[src/hdl/fbhs_pkg.sv]
// ----------------------------------------------------------------------------
// Bitstream header skipper package
// Shared types and constants for the bitstream file header skipper.
// ----------------------------------------------------------------------------
package fbhs_pkg;

   // Widths of the request and response fields.
   localparam int unsigned BYTE_W   = 8;
   localparam int unsigned OFFSET_W = 23;

   // File layout constants.
   localparam logic [OFFSET_W-1:0] FIELD_START_INIT = 23'd13;
   localparam logic [OFFSET_W-1:0] MIN_HEADER_BYTES = 23'd20;
   localparam logic [OFFSET_W-1:0] FIELD_HDR_BYTES  = 23'd3;
   localparam logic [OFFSET_W-1:0] TAG_E_SKIP       = 23'd5;
   localparam logic [OFFSET_W-1:0] SIG_LAST_POS     = 23'd3;
   localparam logic [OFFSET_W-1:0] SIG_LEN          = 23'd4;

   // Signature at the start of a file with a header.
   localparam logic [BYTE_W-1:0] SIG_BYTES [4] = '{8'h00, 8'h09, 8'h0F, 8'hF0};

   // Field tags.
   localparam logic [BYTE_W-1:0] TAG_A = 8'h61;
   localparam logic [BYTE_W-1:0] TAG_D = 8'h64;
   localparam logic [BYTE_W-1:0] TAG_E = 8'h65;

   // Parse phases.
   typedef enum logic [2:0] {
      PHASE_SIG,
      PHASE_TAG,
      PHASE_LENHI,
      PHASE_LENLO,
      PHASE_DONE
   } phase_type;

   // One request item.
   typedef struct packed {
      logic [BYTE_W-1:0] byte_value;
      logic              last_byte;
   } item_type;

   // One response item.
   typedef struct packed {
      logic [OFFSET_W-1:0] payload_offset;
      logic                header_found;
   } result_type;

   // Hand-off from the input stage to the parser.
   typedef struct packed {
      logic     fire;
      item_type item;
   } stage_type;

endpackage

[src/hdl/fbhs_req_if.sv]
// ----------------------------------------------------------------------------
// Request channel
// Valid/ready channel that carries one file byte and its final-byte flag.
// ----------------------------------------------------------------------------
interface fbhs_req_if;
   logic                          valid;
   logic                          ready;
   logic [fbhs_pkg::BYTE_W-1:0]   byte_value;
   logic                          last_byte;

   modport source (output valid, output byte_value, output last_byte, input ready);
   modport sink   (input valid, input byte_value, input last_byte, output ready);
endinterface

[src/hdl/fbhs_rsp_if.sv]
// ----------------------------------------------------------------------------
// Response channel
// Valid/ready channel that carries the payload offset and header flag.
// ----------------------------------------------------------------------------
interface fbhs_rsp_if;
   logic                          valid;
   logic                          ready;
   logic [fbhs_pkg::OFFSET_W-1:0] payload_offset;
   logic                          header_found;

   modport source (output valid, output payload_offset, output header_found, input ready);
   modport sink   (input valid, input payload_offset, input header_found, output ready);
endinterface

[src/hdl/fbhs_in_stage.sv]
// ----------------------------------------------------------------------------
// Input stage
// Registers each request and passes it to the parser when the output allows.
// ----------------------------------------------------------------------------
module fbhs_in_stage (
   input  logic                clock,
   input  logic                reset,
   fbhs_req_if.sink            req_if,
   input  logic                out_blocked,
   output fbhs_pkg::stage_type stage
);
   import fbhs_pkg::*;

   logic     valid_ff, valid_in;
   item_type item_ff, item_in;
   logic     advance;

   // A final byte waits until the output register can take its result.
   assign advance      = valid_ff && (!item_ff.last_byte || !out_blocked);
   assign req_if.ready = !valid_ff || advance;

   always_comb begin
      valid_in = valid_ff;
      item_in  = item_ff;
      if (req_if.ready) begin
         valid_in           = req_if.valid;
         item_in.byte_value = req_if.byte_value;
         item_in.last_byte  = req_if.last_byte;
      end
   end

   always_ff @(posedge clock) begin
      if (reset) begin
         valid_ff <= 1'b0;
      end else begin
         valid_ff <= valid_in;
      end
      item_ff <= item_in;
   end

   assign stage.fire = advance;
   assign stage.item = item_ff;

endmodule

[src/hdl/fbhs_parser.sv]
// ----------------------------------------------------------------------------
// Header parser
// Tracks the file position and tag fields and forms the result on the final
// byte.
// ----------------------------------------------------------------------------
module fbhs_parser #(
   parameter int unsigned MAX_FILE_BYTES = 4194304
) (
   input  logic                 clock,
   input  logic                 reset,
   input  fbhs_pkg::stage_type  stage,
   output fbhs_pkg::result_type result
);
   import fbhs_pkg::*;

   localparam logic [OFFSET_W-1:0] MAX_POS = OFFSET_W'(MAX_FILE_BYTES);

   logic [OFFSET_W-1:0] byte_position_ff, byte_position_in;
   phase_type           parse_phase_ff, parse_phase_in;
   logic [OFFSET_W-1:0] field_start_ff, field_start_in;
   logic [BYTE_W-1:0]   length_high_ff, length_high_in;
   logic                signature_ok_ff, signature_ok_in;
   logic                offset_decided_ff, offset_decided_in;
   logic [OFFSET_W-1:0] decided_offset_ff, decided_offset_in;

   logic [BYTE_W-1:0]   b;
   logic [OFFSET_W-1:0] pos;
   logic [OFFSET_W:0]   tail_end;
   logic                header_ok;

   assign b   = stage.item.byte_value;
   assign pos = byte_position_ff;

   // End of the three-byte field header at the current field start.
   assign tail_end = {1'b0, field_start_ff} + {1'b0, FIELD_HDR_BYTES};

   // Consume one byte, then form the result and restart on a final byte.
   always_comb begin
      byte_position_in  = byte_position_ff;
      parse_phase_in    = parse_phase_ff;
      field_start_in    = field_start_ff;
      length_high_in    = length_high_ff;
      signature_ok_in   = signature_ok_ff;
      offset_decided_in = offset_decided_ff;
      decided_offset_in = decided_offset_ff;
      header_ok         = 1'b0;
      result            = '0;

      if (pos < MAX_POS) begin
         if (pos < SIG_LEN) begin
            if (b != SIG_BYTES[pos[1:0]]) begin
               signature_ok_in = 1'b0;
            end
            if (pos == SIG_LAST_POS) begin
               parse_phase_in = PHASE_TAG;
            end
         end
         if (parse_phase_in == PHASE_TAG && pos == field_start_ff) begin
            if (b == TAG_E) begin
               decided_offset_in = field_start_ff + TAG_E_SKIP;
               offset_decided_in = 1'b1;
               parse_phase_in    = PHASE_DONE;
            end else if (b < TAG_A || b > TAG_D) begin
               decided_offset_in = field_start_ff;
               offset_decided_in = 1'b1;
               parse_phase_in    = PHASE_DONE;
            end else begin
               parse_phase_in = PHASE_LENHI;
            end
         end else if (parse_phase_in == PHASE_LENHI) begin
            length_high_in = b;
            parse_phase_in = PHASE_LENLO;
         end else if (parse_phase_in == PHASE_LENLO) begin
            field_start_in = field_start_ff + FIELD_HDR_BYTES +
                             OFFSET_W'({length_high_ff, b});
            parse_phase_in = PHASE_TAG;
         end
         byte_position_in = pos + 23'd1;
      end

      // Result. Once an offset is decided the field start no longer moves.
      header_ok           = (byte_position_in >= MIN_HEADER_BYTES) && signature_ok_in;
      result.header_found = header_ok;
      if (header_ok) begin
         if (offset_decided_in && ({1'b0, byte_position_in} >= tail_end)) begin
            result.payload_offset = decided_offset_in;
         end else begin
            result.payload_offset = field_start_in;
         end
      end

      if (stage.item.last_byte) begin
         byte_position_in  = '0;
         parse_phase_in    = PHASE_SIG;
         field_start_in    = FIELD_START_INIT;
         length_high_in    = '0;
         signature_ok_in   = 1'b1;
         offset_decided_in = 1'b0;
         decided_offset_in = '0;
      end
   end

   // Parser state advances only when a byte moves in from the input stage.
   always_ff @(posedge clock) begin
      if (reset) begin
         byte_position_ff  <= '0;
         parse_phase_ff    <= PHASE_SIG;
         field_start_ff    <= FIELD_START_INIT;
         length_high_ff    <= '0;
         signature_ok_ff   <= 1'b1;
         offset_decided_ff <= 1'b0;
         decided_offset_ff <= '0;
      end else if (stage.fire) begin
         byte_position_ff  <= byte_position_in;
         parse_phase_ff    <= parse_phase_in;
         field_start_ff    <= field_start_in;
         length_high_ff    <= length_high_in;
         signature_ok_ff   <= signature_ok_in;
         offset_decided_ff <= offset_decided_in;
         decided_offset_ff <= decided_offset_in;
      end
   end

endmodule

[src/hdl/fbhs_out_reg.sv]
// ----------------------------------------------------------------------------
// Output register
// Holds one response until the response channel takes it.
// ----------------------------------------------------------------------------
module fbhs_out_reg (
   input  logic                 clock,
   input  logic                 reset,
   input  fbhs_pkg::stage_type  stage,
   input  fbhs_pkg::result_type result,
   output logic                 out_blocked,
   fbhs_rsp_if.source           rsp_if
);
   import fbhs_pkg::*;

   logic       valid_ff, valid_in;
   result_type result_ff, result_in;
   logic       load;

   // A response is loaded when a final byte leaves the input stage.
   assign load        = stage.fire && stage.item.last_byte;
   assign out_blocked = valid_ff && !rsp_if.ready;

   always_comb begin
      valid_in  = valid_ff && !rsp_if.ready;
      result_in = result_ff;
      if (load) begin
         valid_in  = 1'b1;
         result_in = result;
      end
   end

   always_ff @(posedge clock) begin
      if (reset) begin
         valid_ff <= 1'b0;
      end else begin
         valid_ff <= valid_in;
      end
      result_ff <= result_in;
   end

   assign rsp_if.valid          = valid_ff;
   assign rsp_if.payload_offset = result_ff.payload_offset;
   assign rsp_if.header_found   = result_ff.header_found;

endmodule

[src/hdl/fpga_bitfile_header_skipper_top.sv]
// The final byte is held in the input register and its response is loaded
// into the output register. Throughput: one byte per cycle, except while a final
// byte stalls; the parser result is combinational between the two registers.
// A final byte stalls only while the previous response is held and not taken.
// Reset (synchronous, active high) empties both registers and restarts the
// parser at the start of a new file.
// ----------------------------------------------------------------------------
// Bitstream file header skipper
// Finds the payload start offset of a configuration bitstream file.
// ----------------------------------------------------------------------------
module fpga_bitfile_header_skipper_top #(
   parameter int unsigned MAX_FILE_BYTES = 4194304
) (
   input  logic       clock,
   input  logic       reset,
   fbhs_req_if.sink   req_if,
   fbhs_rsp_if.source rsp_if
);
   import fbhs_pkg::*;

   stage_type  stage;
   result_type result;
   logic       out_blocked;

   // Input register.
   fbhs_in_stage u_in_stage (
      .clock       (clock),
      .reset       (reset),
      .req_if      (req_if),
      .out_blocked (out_blocked),
      .stage       (stage)
   );

   // Parser state and result logic.
   fbhs_parser #(
      .MAX_FILE_BYTES (MAX_FILE_BYTES)
   ) u_parser (
      .clock  (clock),
      .reset  (reset),
      .stage  (stage),
      .result (result)
   );

   // Response register.
   fbhs_out_reg u_out_reg (
      .clock       (clock),
      .reset       (reset),
      .stage       (stage),
      .result      (result),
      .out_blocked (out_blocked),
      .rsp_if      (rsp_if)
   );

endmodule

[src/flat_wrapper.sv]
// flat-port wrapper written by rule: the top's interface ports become plain ports
module fpga_bitfile_header_skipper_top_flat import fbhs_pkg::*;
#(
   parameter int unsigned MAX_FILE_BYTES = 4194304
)
  (clock, reset, req_if_valid, req_if_byte_value, req_if_last_byte, req_if_ready, rsp_if_valid, rsp_if_payload_offset, rsp_if_header_found, rsp_if_ready);
  fbhs_req_if req_if_i ();
  fbhs_rsp_if rsp_if_i ();
  input  logic clock;
  input  logic reset;
  input wire logic [$bits(req_if_i.valid)-1:0] req_if_valid;
  input wire logic [$bits(req_if_i.byte_value)-1:0] req_if_byte_value;
  input wire logic [$bits(req_if_i.last_byte)-1:0] req_if_last_byte;
  output wire logic [$bits(req_if_i.ready)-1:0] req_if_ready;
  output wire logic [$bits(rsp_if_i.valid)-1:0] rsp_if_valid;
  output wire logic [$bits(rsp_if_i.payload_offset)-1:0] rsp_if_payload_offset;
  output wire logic [$bits(rsp_if_i.header_found)-1:0] rsp_if_header_found;
  input wire logic [$bits(rsp_if_i.ready)-1:0] rsp_if_ready;
  assign req_if_i.valid = req_if_valid;
  assign req_if_i.byte_value = req_if_byte_value;
  assign req_if_i.last_byte = req_if_last_byte;
  assign req_if_ready = req_if_i.ready;
  assign rsp_if_valid = rsp_if_i.valid;
  assign rsp_if_payload_offset = rsp_if_i.payload_offset;
  assign rsp_if_header_found = rsp_if_i.header_found;
  assign rsp_if_i.ready = rsp_if_ready;
  fpga_bitfile_header_skipper_top #(.MAX_FILE_BYTES(MAX_FILE_BYTES)) u_core (.clock(clock), .reset(reset), .req_if(req_if_i), .rsp_if(rsp_if_i));
endmodule
[config.mk]
export PLATFORM = sky130hd
export DESIGN_NAME = fpga_bitfile_header_skipper_top_flat
export DESIGN_NICKNAME = d
export VERILOG_FILES = /design/src/hdl/fbhs_pkg.sv /design/src/hdl/fbhs_req_if.sv /design/src/hdl/fbhs_rsp_if.sv /design/src/hdl/fbhs_in_stage.sv /design/src/hdl/fbhs_parser.sv /design/src/hdl/fbhs_out_reg.sv /design/src/hdl/fpga_bitfile_header_skipper_top.sv /design/src/flat_wrapper.sv
export SDC_FILE = /design/constraint.sdc
export NUM_CORES = 1
export LEC_CHECK = 0
export BUFFER_PORTS_ARGS = -buffer_cell sky130_fd_sc_hd__buf_4
export CELL_PAD_IN_SITES_DETAIL_PLACEMENT = 0
export CELL_PAD_IN_SITES_GLOBAL_PLACEMENT = 2
export CORE_MARGIN = 5
export CORE_UTILIZATION = 40
export DETAILED_ROUTE_END_ITERATION = 6
export GPL_TIMING_DRIVEN = 0
export HOLD_SLACK_MARGIN = 0.02
export PLACE_DENSITY = 0.93
export REMOVE_ABC_BUFFERS = 1
export SLEW_MARGIN = 20
export SYNTH_ARGS = -nofsm -noshare
export SYNTH_HDL_FRONTEND = slang
export SYNTH_SLANG_ARGS = --single-unit
[constraint.sdc]
create_clock -name clock -period 8.6 [get_ports clock]
set_input_delay 1.29 -clock clock [delete_from_list [all_inputs] [get_ports clock]]
set_output_delay 1.29 -clock clock [all_outputs]
set_load 0.03 [all_outputs]
# Word level (Yosys, flattened, before mapping)

Index checks and enable logic that the tools add are counted.

Register bits after elaboration: 117
Output and inout port bits: 26

Reduce and logical (&&, ||, !) cells: 17
Equality and inequality tests: 8
Bitwise logic cells: 1
Add/sub/neg operators: 5
Order comparisons: 7
Multiplexer cells: 40

Operators with widths:

| kind                  | count |
|---|---|
| $mux 23               | 13 |
| $mux 8                | 6 |
| $mux 3                | 10 |
| $add 23x2->24 const B | 1 |
| $ge 23x24->1          | 1 |
| $add 23x1->23 const B | 1 |
| $add 23x16->23        | 1 |
| $add 23x2->23 const B | 1 |
| $add 23x3->23 const B | 1 |
| $eq 23x2->1 const B   | 1 |
| $eq 23x23->1          | 1 |
| $ge 23x5->1 const B   | 1 |
| $lt 23x23->1 const B  | 1 |
| $lt 23x3->1 const B   | 1 |
| $bmux 8 s2            | 1 |
| $mux 1                | 10 |
| $eq 8x7->1 const B    | 1 |
| $gt 8x7->1 const B    | 1 |
| $lt 8x7->1 const B    | 1 |
| $ne 8x8->1            | 1 |
| $eq 3x2->1 const B    | 2 |
| $logic_and 1x1->1     | 6 |
| $logic_not 1->1       | 4 |
| $reduce_and 4->1      | 1 |
| 7 further kinds       | 10 |

# Longest topological paths before layout

Word-level depth: 10
Mapped depth: 19

# Cells and area by module

Synthesis repeated with hierarchy kept, for this count alone.

Cells, all modules: 1004
Area, all modules: 8424.3 um2

By module, submodules not included:

| module        | sequential area each (um2) | cells each | times used | area an instance (um2) |
|---|---|---|---|---|
| fbhs_parser   | 1641.6                     | 961        | 1          | 7323.3 |
| fbhs_out_reg  | 740.7                      | 28         | 1          | 773.2 |
| fbhs_in_stage | 290.3                      | 15         | 1          | 327.8 |

# Least setup slack after synthesis

Ideal clock, no wire load.

Path kind: reg2reg
Start: register u_core.u_parser.field_start_ff[0]
End: register u_core.u_out_reg.result_ff, in the netlist u_core.u_out_reg.rsp_if.payload_offset[6] (data pin)
Slack: 4.658 ns
Period minus slack after synthesis: 3.942 ns
Arrival: 3.678 ns
Buffers on the path: 3
Cell stages (with the launch flop): 18
Library setup time: 0.263 ns
Cell sequence: dfxtp_1 > clkbuf_1 > inv_1 > ha_1 > nand3b_1 > or3_1 > clkbuf_1 > xor2_1 > ha_1 > nand3_1 > nor4_1 > and3_1 > o22ai_1 > maj3_1 > a211o_1 > buf_1 > nor2_1 > a211oi_2

Longest elaborated chain between the ends: 7
Elaborated cells between the ends (all ways): 18
Classes of those cells: 4 x add/sub; 1 x order compare; 1 x eq/ne; 10 x mux; 2 x reduce/logical

RTL lines:

| what                   | line               | RTL |
|---|---|---|
| start, declared        | fbhs_parser.sv:20  | `logic [OFFSET_W-1:0] field_start_ff, field_start_in;` |
| start signal, assigned | fbhs_parser.sv:116 | `field_start_ff <= field_start_in;` |
| $add 23x2->23          | fbhs_parser.sv:74  | `field_start_in = field_start_ff + FIELD_HDR_BYTES +` |
| $add 23x16->23         | fbhs_parser.sv:74  |  |
| $mux 23                | fbhs_parser.sv:73  | `end else if (parse_phase_in == PHASE_LENLO) begin` |
| $mux 23                | fbhs_parser.sv:70  | `end else if (parse_phase_in == PHASE_LENHI) begin` |
| $mux 23                | fbhs_parser.sv:58  | `if (parse_phase_in == PHASE_TAG && pos == field_start_ff) begin` |
| $mux 23                | fbhs_parser.sv:49  | `if (pos < MAX_POS) begin` |
| $mux 23 *              | fbhs_parser.sv:85  | `if (offset_decided_in && ({1'b0, byte_position_in} >= tail_end)) begin` |
| end signal, assigned   | fbhs_out_reg.sv:38 | `result_ff <= result_in;` |
| end, declared          | fbhs_out_reg.sv:16 | `result_type result_ff, result_in;` |

Mark *: on every way between the ends. The rest lies on a longest branch, timed or not.
A chain may end at the register's enable or synchronous reset.

# Worst setup path in the final report

Start: register u_core.u_parser.byte_position_ff[0]
End: register u_core.u_out_reg.result_ff, in the netlist u_core.u_out_reg.rsp_if.payload_offset[2] (data pin)

Longest elaborated chain between the ends: 10
Elaborated cells between the ends (all ways): 34
Classes of those cells: 1 x add/sub; 4 x order compare; 6 x eq/ne; 19 x mux; 1 x bitwise; 3 x reduce/logical

RTL lines:

| what                                                  | line               | RTL |
|---|---|---|
| start, declared                                       | fbhs_parser.sv:18  | `logic [OFFSET_W-1:0] byte_position_ff, byte_position_in;` |
| start signal, assigned                                | fbhs_parser.sv:114 | `byte_position_ff <= byte_position_in;` |
| branches (longest 10 deep; another with $ge 23x24->1) | n/a                |  |

Several ways; the timed one is not identified. The select of a mux whose other input is x is not followed.

==> run summary <==
Tmin final -> 4.949 ns
Async SR Flop Fraction -> 0%
Syn_area_per_cell -> 8.122 µm²
Lkg Pwr -> 3.701 nW
Initial antenna violation count -> 0
Dominant cell type by area after synthesis -> dfxtp_1
Final setup viols -> 0
Post-DP HPWL -> 18.15 mm
Max-slew headroom -> 21.61%
Top post-synthesis cells by area -> dfxtp_1, edfxtp_1, ha_1
Run status -> complete, no violations
Setup TNS -> 0 ns
Routed wire per std cell -> 19.93 µm
Post-CTS Setup Inserts -> 0
Pint -> 1.071 mW
Vias in the first global route -> 7,291
Setup crit end kind -> flip-flop
Slowest library cell on the worst path -> nor3_2
GPL Wtd Cong -> 0.9057
Actual slew at the worst max-slew pin -> 1.173 ns
Die Y -> 155.5 µm
PD cells -> 148.2 nW/µm²
Area Overhead vs Synth -> 13.08%
Arrival time worst endpoint -> 5.25 ns
Total gr overflow -> 0
Die W -> 155.5 µm
CTS H-tree lvls -> 4
Antenna viol nets, final -> 0
I/O pins -> 39
Max VDD drop -> 137.6 µV
Met1 Use GR -> 30.09%
Drt total wl -> 26.18 mm
Worst Path Buf+Inv -> 2
GRT Max-Usage Layer -> met2
Yosys top cell area share -> 19.87%
FP Rows -> 53
Total Die Area -> 24,170 µm²
Startpoint Class -> flip-flop
Placed cell count -> 1,280
Max_cap viols -> 0
GRT met2 Usage -> 35.07%
CTS tree -> done
Path type of the worst setup path -> reg2reg
Layout cells sized above 1 -> 11.27%
Post-synthesis cell type count -> 72
Initial core utilization -> 40.39%
Crit path largest cell delay -> 0.52 ns
Post-synth EDFFs -> 33
Final-report max-slew violation count -> 0
1st-pass router iterations -> 5
Combinational Power Share -> 5.3%
Crit path required time -> 8.90 ns
Global-route wire length before repair -> 41.57 mm
RSZ-0062 raised after global routing -> no
Mapped Cells -> 1,042
Most used DFF post-synth -> dfxtp_1
Layout Cells excl Fill -> 1,314
Sw power -> 347.1 µW
Hold buffer count at cts -> 0
Final #Nets -> 1,098
Largest net degree at the start of global routing -> 80
Fmax -> 0.2020 GHz
Sequential-to-total area share from yosys stat -> 31.58%
Residual DRC count -> 0
Design Power -> 1.418 mW
Post-synthesis register bit count -> 117
Crit Path Max Fanout -> 27
Yosys warns -> 0
Net Sw Frac -> 24.48%
Sequence of cells on the critical path -> ha_1, inv_1, nor3_2, and2_1, and3_1, xor2_1, ha_1, nand3_1, nor4_1, and3_1, o22ai_1, maj3_1, a211o_2, buf_12, mux2_4, nor2_2
Final hold violation count -> 0
Num CTS Buffers -> 17
Clock Latency Late Sink -> 0.44 ns
Initial drt markers -> 616
Sequential Power Share -> 40.9%
Clock sinks -> 117
Clock slew at reported path FFs -> 0.06 ns
M3 GR Usage -> 3.366%
CTS root buf -> clkbuf_16
Clock share of power -> 53.8%
Vias -> 7,622
Post-Synthesis Cell Area -> 8463 µm²
Worst hold path type -> reg2reg
Core area -> 20,960 µm²
Worst path top cell family by delay -> simple AND/OR/NAND/NOR gates
Tot GR Track Use -> 21.85%
Final setup skew -> 0.01167 ns
Routed vias/inst -> 5.801
Input/output buffers -> 38
CTS max path bufs -> 2
Period utilization -> 57.55%
Post-CTS sizing -> 0
-- cells by family (layout without fill, tap and decap cells) --
logic type               after synthesis  after routing  synth area share [%]
XOR/XNOR                              86             86                 8.900
adder cells (fa/ha/maj)               61             61                 9.078
multiplexers                          14             14                 1.789
other                                  0              1                     0
buffers and inverters                105            101                 5.293
AND/OR/NAND/NOR                      392            392                 22.16
flip-flops                           117            117                 31.58
AO/OA/AOI/OAI                        267            267                 21.20
-- per-stage QoR --
step	area [µm²]	worst slack, ns	hold WS (ns)	utilization, %
global placement	8723	1.809	0.4423	41.63
CTS	9552	3.676	0.4563	45.58
global route	9568	3.362	0.4874	45.66
finish	9570	3.651	0.4534	45.67
detailed placement	8930	3.716	0.4484	42.61
floorplan	8094	4.097	0.4260	-
-- power by group through the flow --
stage	clock network, mW	registers, mW	logic (mW)
2_1_floorplan	0	0.592	0.0353
6_report	0.763	0.580	0.0755
4_1_cts	0.773	0.580	0.0733
5_1_grt	0.797	0.580	0.0817
3_5_place_dp	0	0.592	0.0731
3_3_place_gp	0	0.592	0.0682
-- cell type report --
type                       count  area, µm²
clock inverter                14      171.4
fill                        2137      11380
inverter                      21      78.83
timing repair buffer          48      449.2
antenna                        1      2.502
tap                          275      344.1
sequential                   117       2673
multi-input combinational    820       5401
clock buffer                  18      450.4
-- routing by layer --
layer / part of all wire [%] / routed length [µm] / up-vias
met1: 48 / 12440 / 3634
li1: - / - / 3724
met5: 0 / 0 / -
met4: 2.1 / 556 / 0
met2: 45 / 11860 / 232
met3: 5.1 / 1326 / 32
-- cells in the mapped netlist, types with 5 or more instances --
cell type	n
nor2_1	166
dfxtp_1	84
nand2_1	68
a21oi_1	62
ha_1	59
clkbuf_1	58
o21ai_0	54
xor2_1	44
xnor2_1	42
a22oi_1	39
edfxtp_1	33
nor3_1	30
nand3_1	26
inv_1	19
a211oi_1	14
nand4_1	14
and3_1	13
nor4_1	13
a31oi_1	11
mux2i_1	11
nor2b_1	11
a211oi_2	10
a21o_1	10
a311oi_1	9
buf_1	9
buf_2	9
o211ai_1	9
o21a_1	8
o22ai_1	8
and4_1	7
or3_1	7
and2_1	6
nand2b_1	6
a211o_1	5
o22a_1	5
or2_2	5
-- sequential cells by signal, indices dropped and copies added, names as in the netlist --
signal,count
u_core.u_in_stage.stage,9
u_core.u_out_reg.rsp_if.valid,1
u_core.u_in_stage.valid_ff,1
u_core.u_parser.decided_offset_ff,23
u_core.u_parser.byte_position_ff,23
u_core.u_parser.length_high_ff,8
u_core.u_parser.signature_ok_ff,1
u_core.u_parser.parse_phase_ff,3
u_core.u_parser.offset_decided_ff,1
u_core.u_out_reg.rsp_if.header_found,1
u_core.u_parser.field_start_ff,23
u_core.u_out_reg.rsp_if.payload_offset,23
-- cells in the final DEF, fill, tap and decap left out, types with 33 or more instances in the layout --
master / instances
a21oi_1: 62
xnor2_1: 42
nand2_1: 67
a22oi_1: 39
dfxtp_1: 84
o21ai_0: 54
ha_1: 59
edfxtp_1: 33
xor2_1: 44
nor2_1: 164
buf_4: 39
-- final timing paths --
| check | startpoint | to | slack [ns] | cells after the start |
|---|---|---|---|---|
| worst max-delay path | u_core.u_parser.byte_position_ff[0] | u_core.u_out_reg.rsp_if.payload_offset[2] | 3.65 | 16 |
| worst min register to register | u_core.u_parser.decided_offset_ff[10] | u_core.u_parser.decided_offset_ff[10] | 0.45 | 2 |
| worst min-delay path | u_core.u_parser.decided_offset_ff[10] | u_core.u_parser.decided_offset_ff[10] | 0.45 | 2 |
| worst max register to register | u_core.u_parser.byte_position_ff[0] | u_core.u_out_reg.rsp_if.payload_offset[2] | 3.65 | 16 |
-- tightest hold or removal path, delay by kind of cell (launching register included) --
kind / cells / cell delay [ns]
DFF: 1 / 0.31
and+or+nand+nor: 1 / 0.05
AOI/OAI and AO/OA: 1 / 0.05
Note: power is estimated with default switching activity, not from simulation.
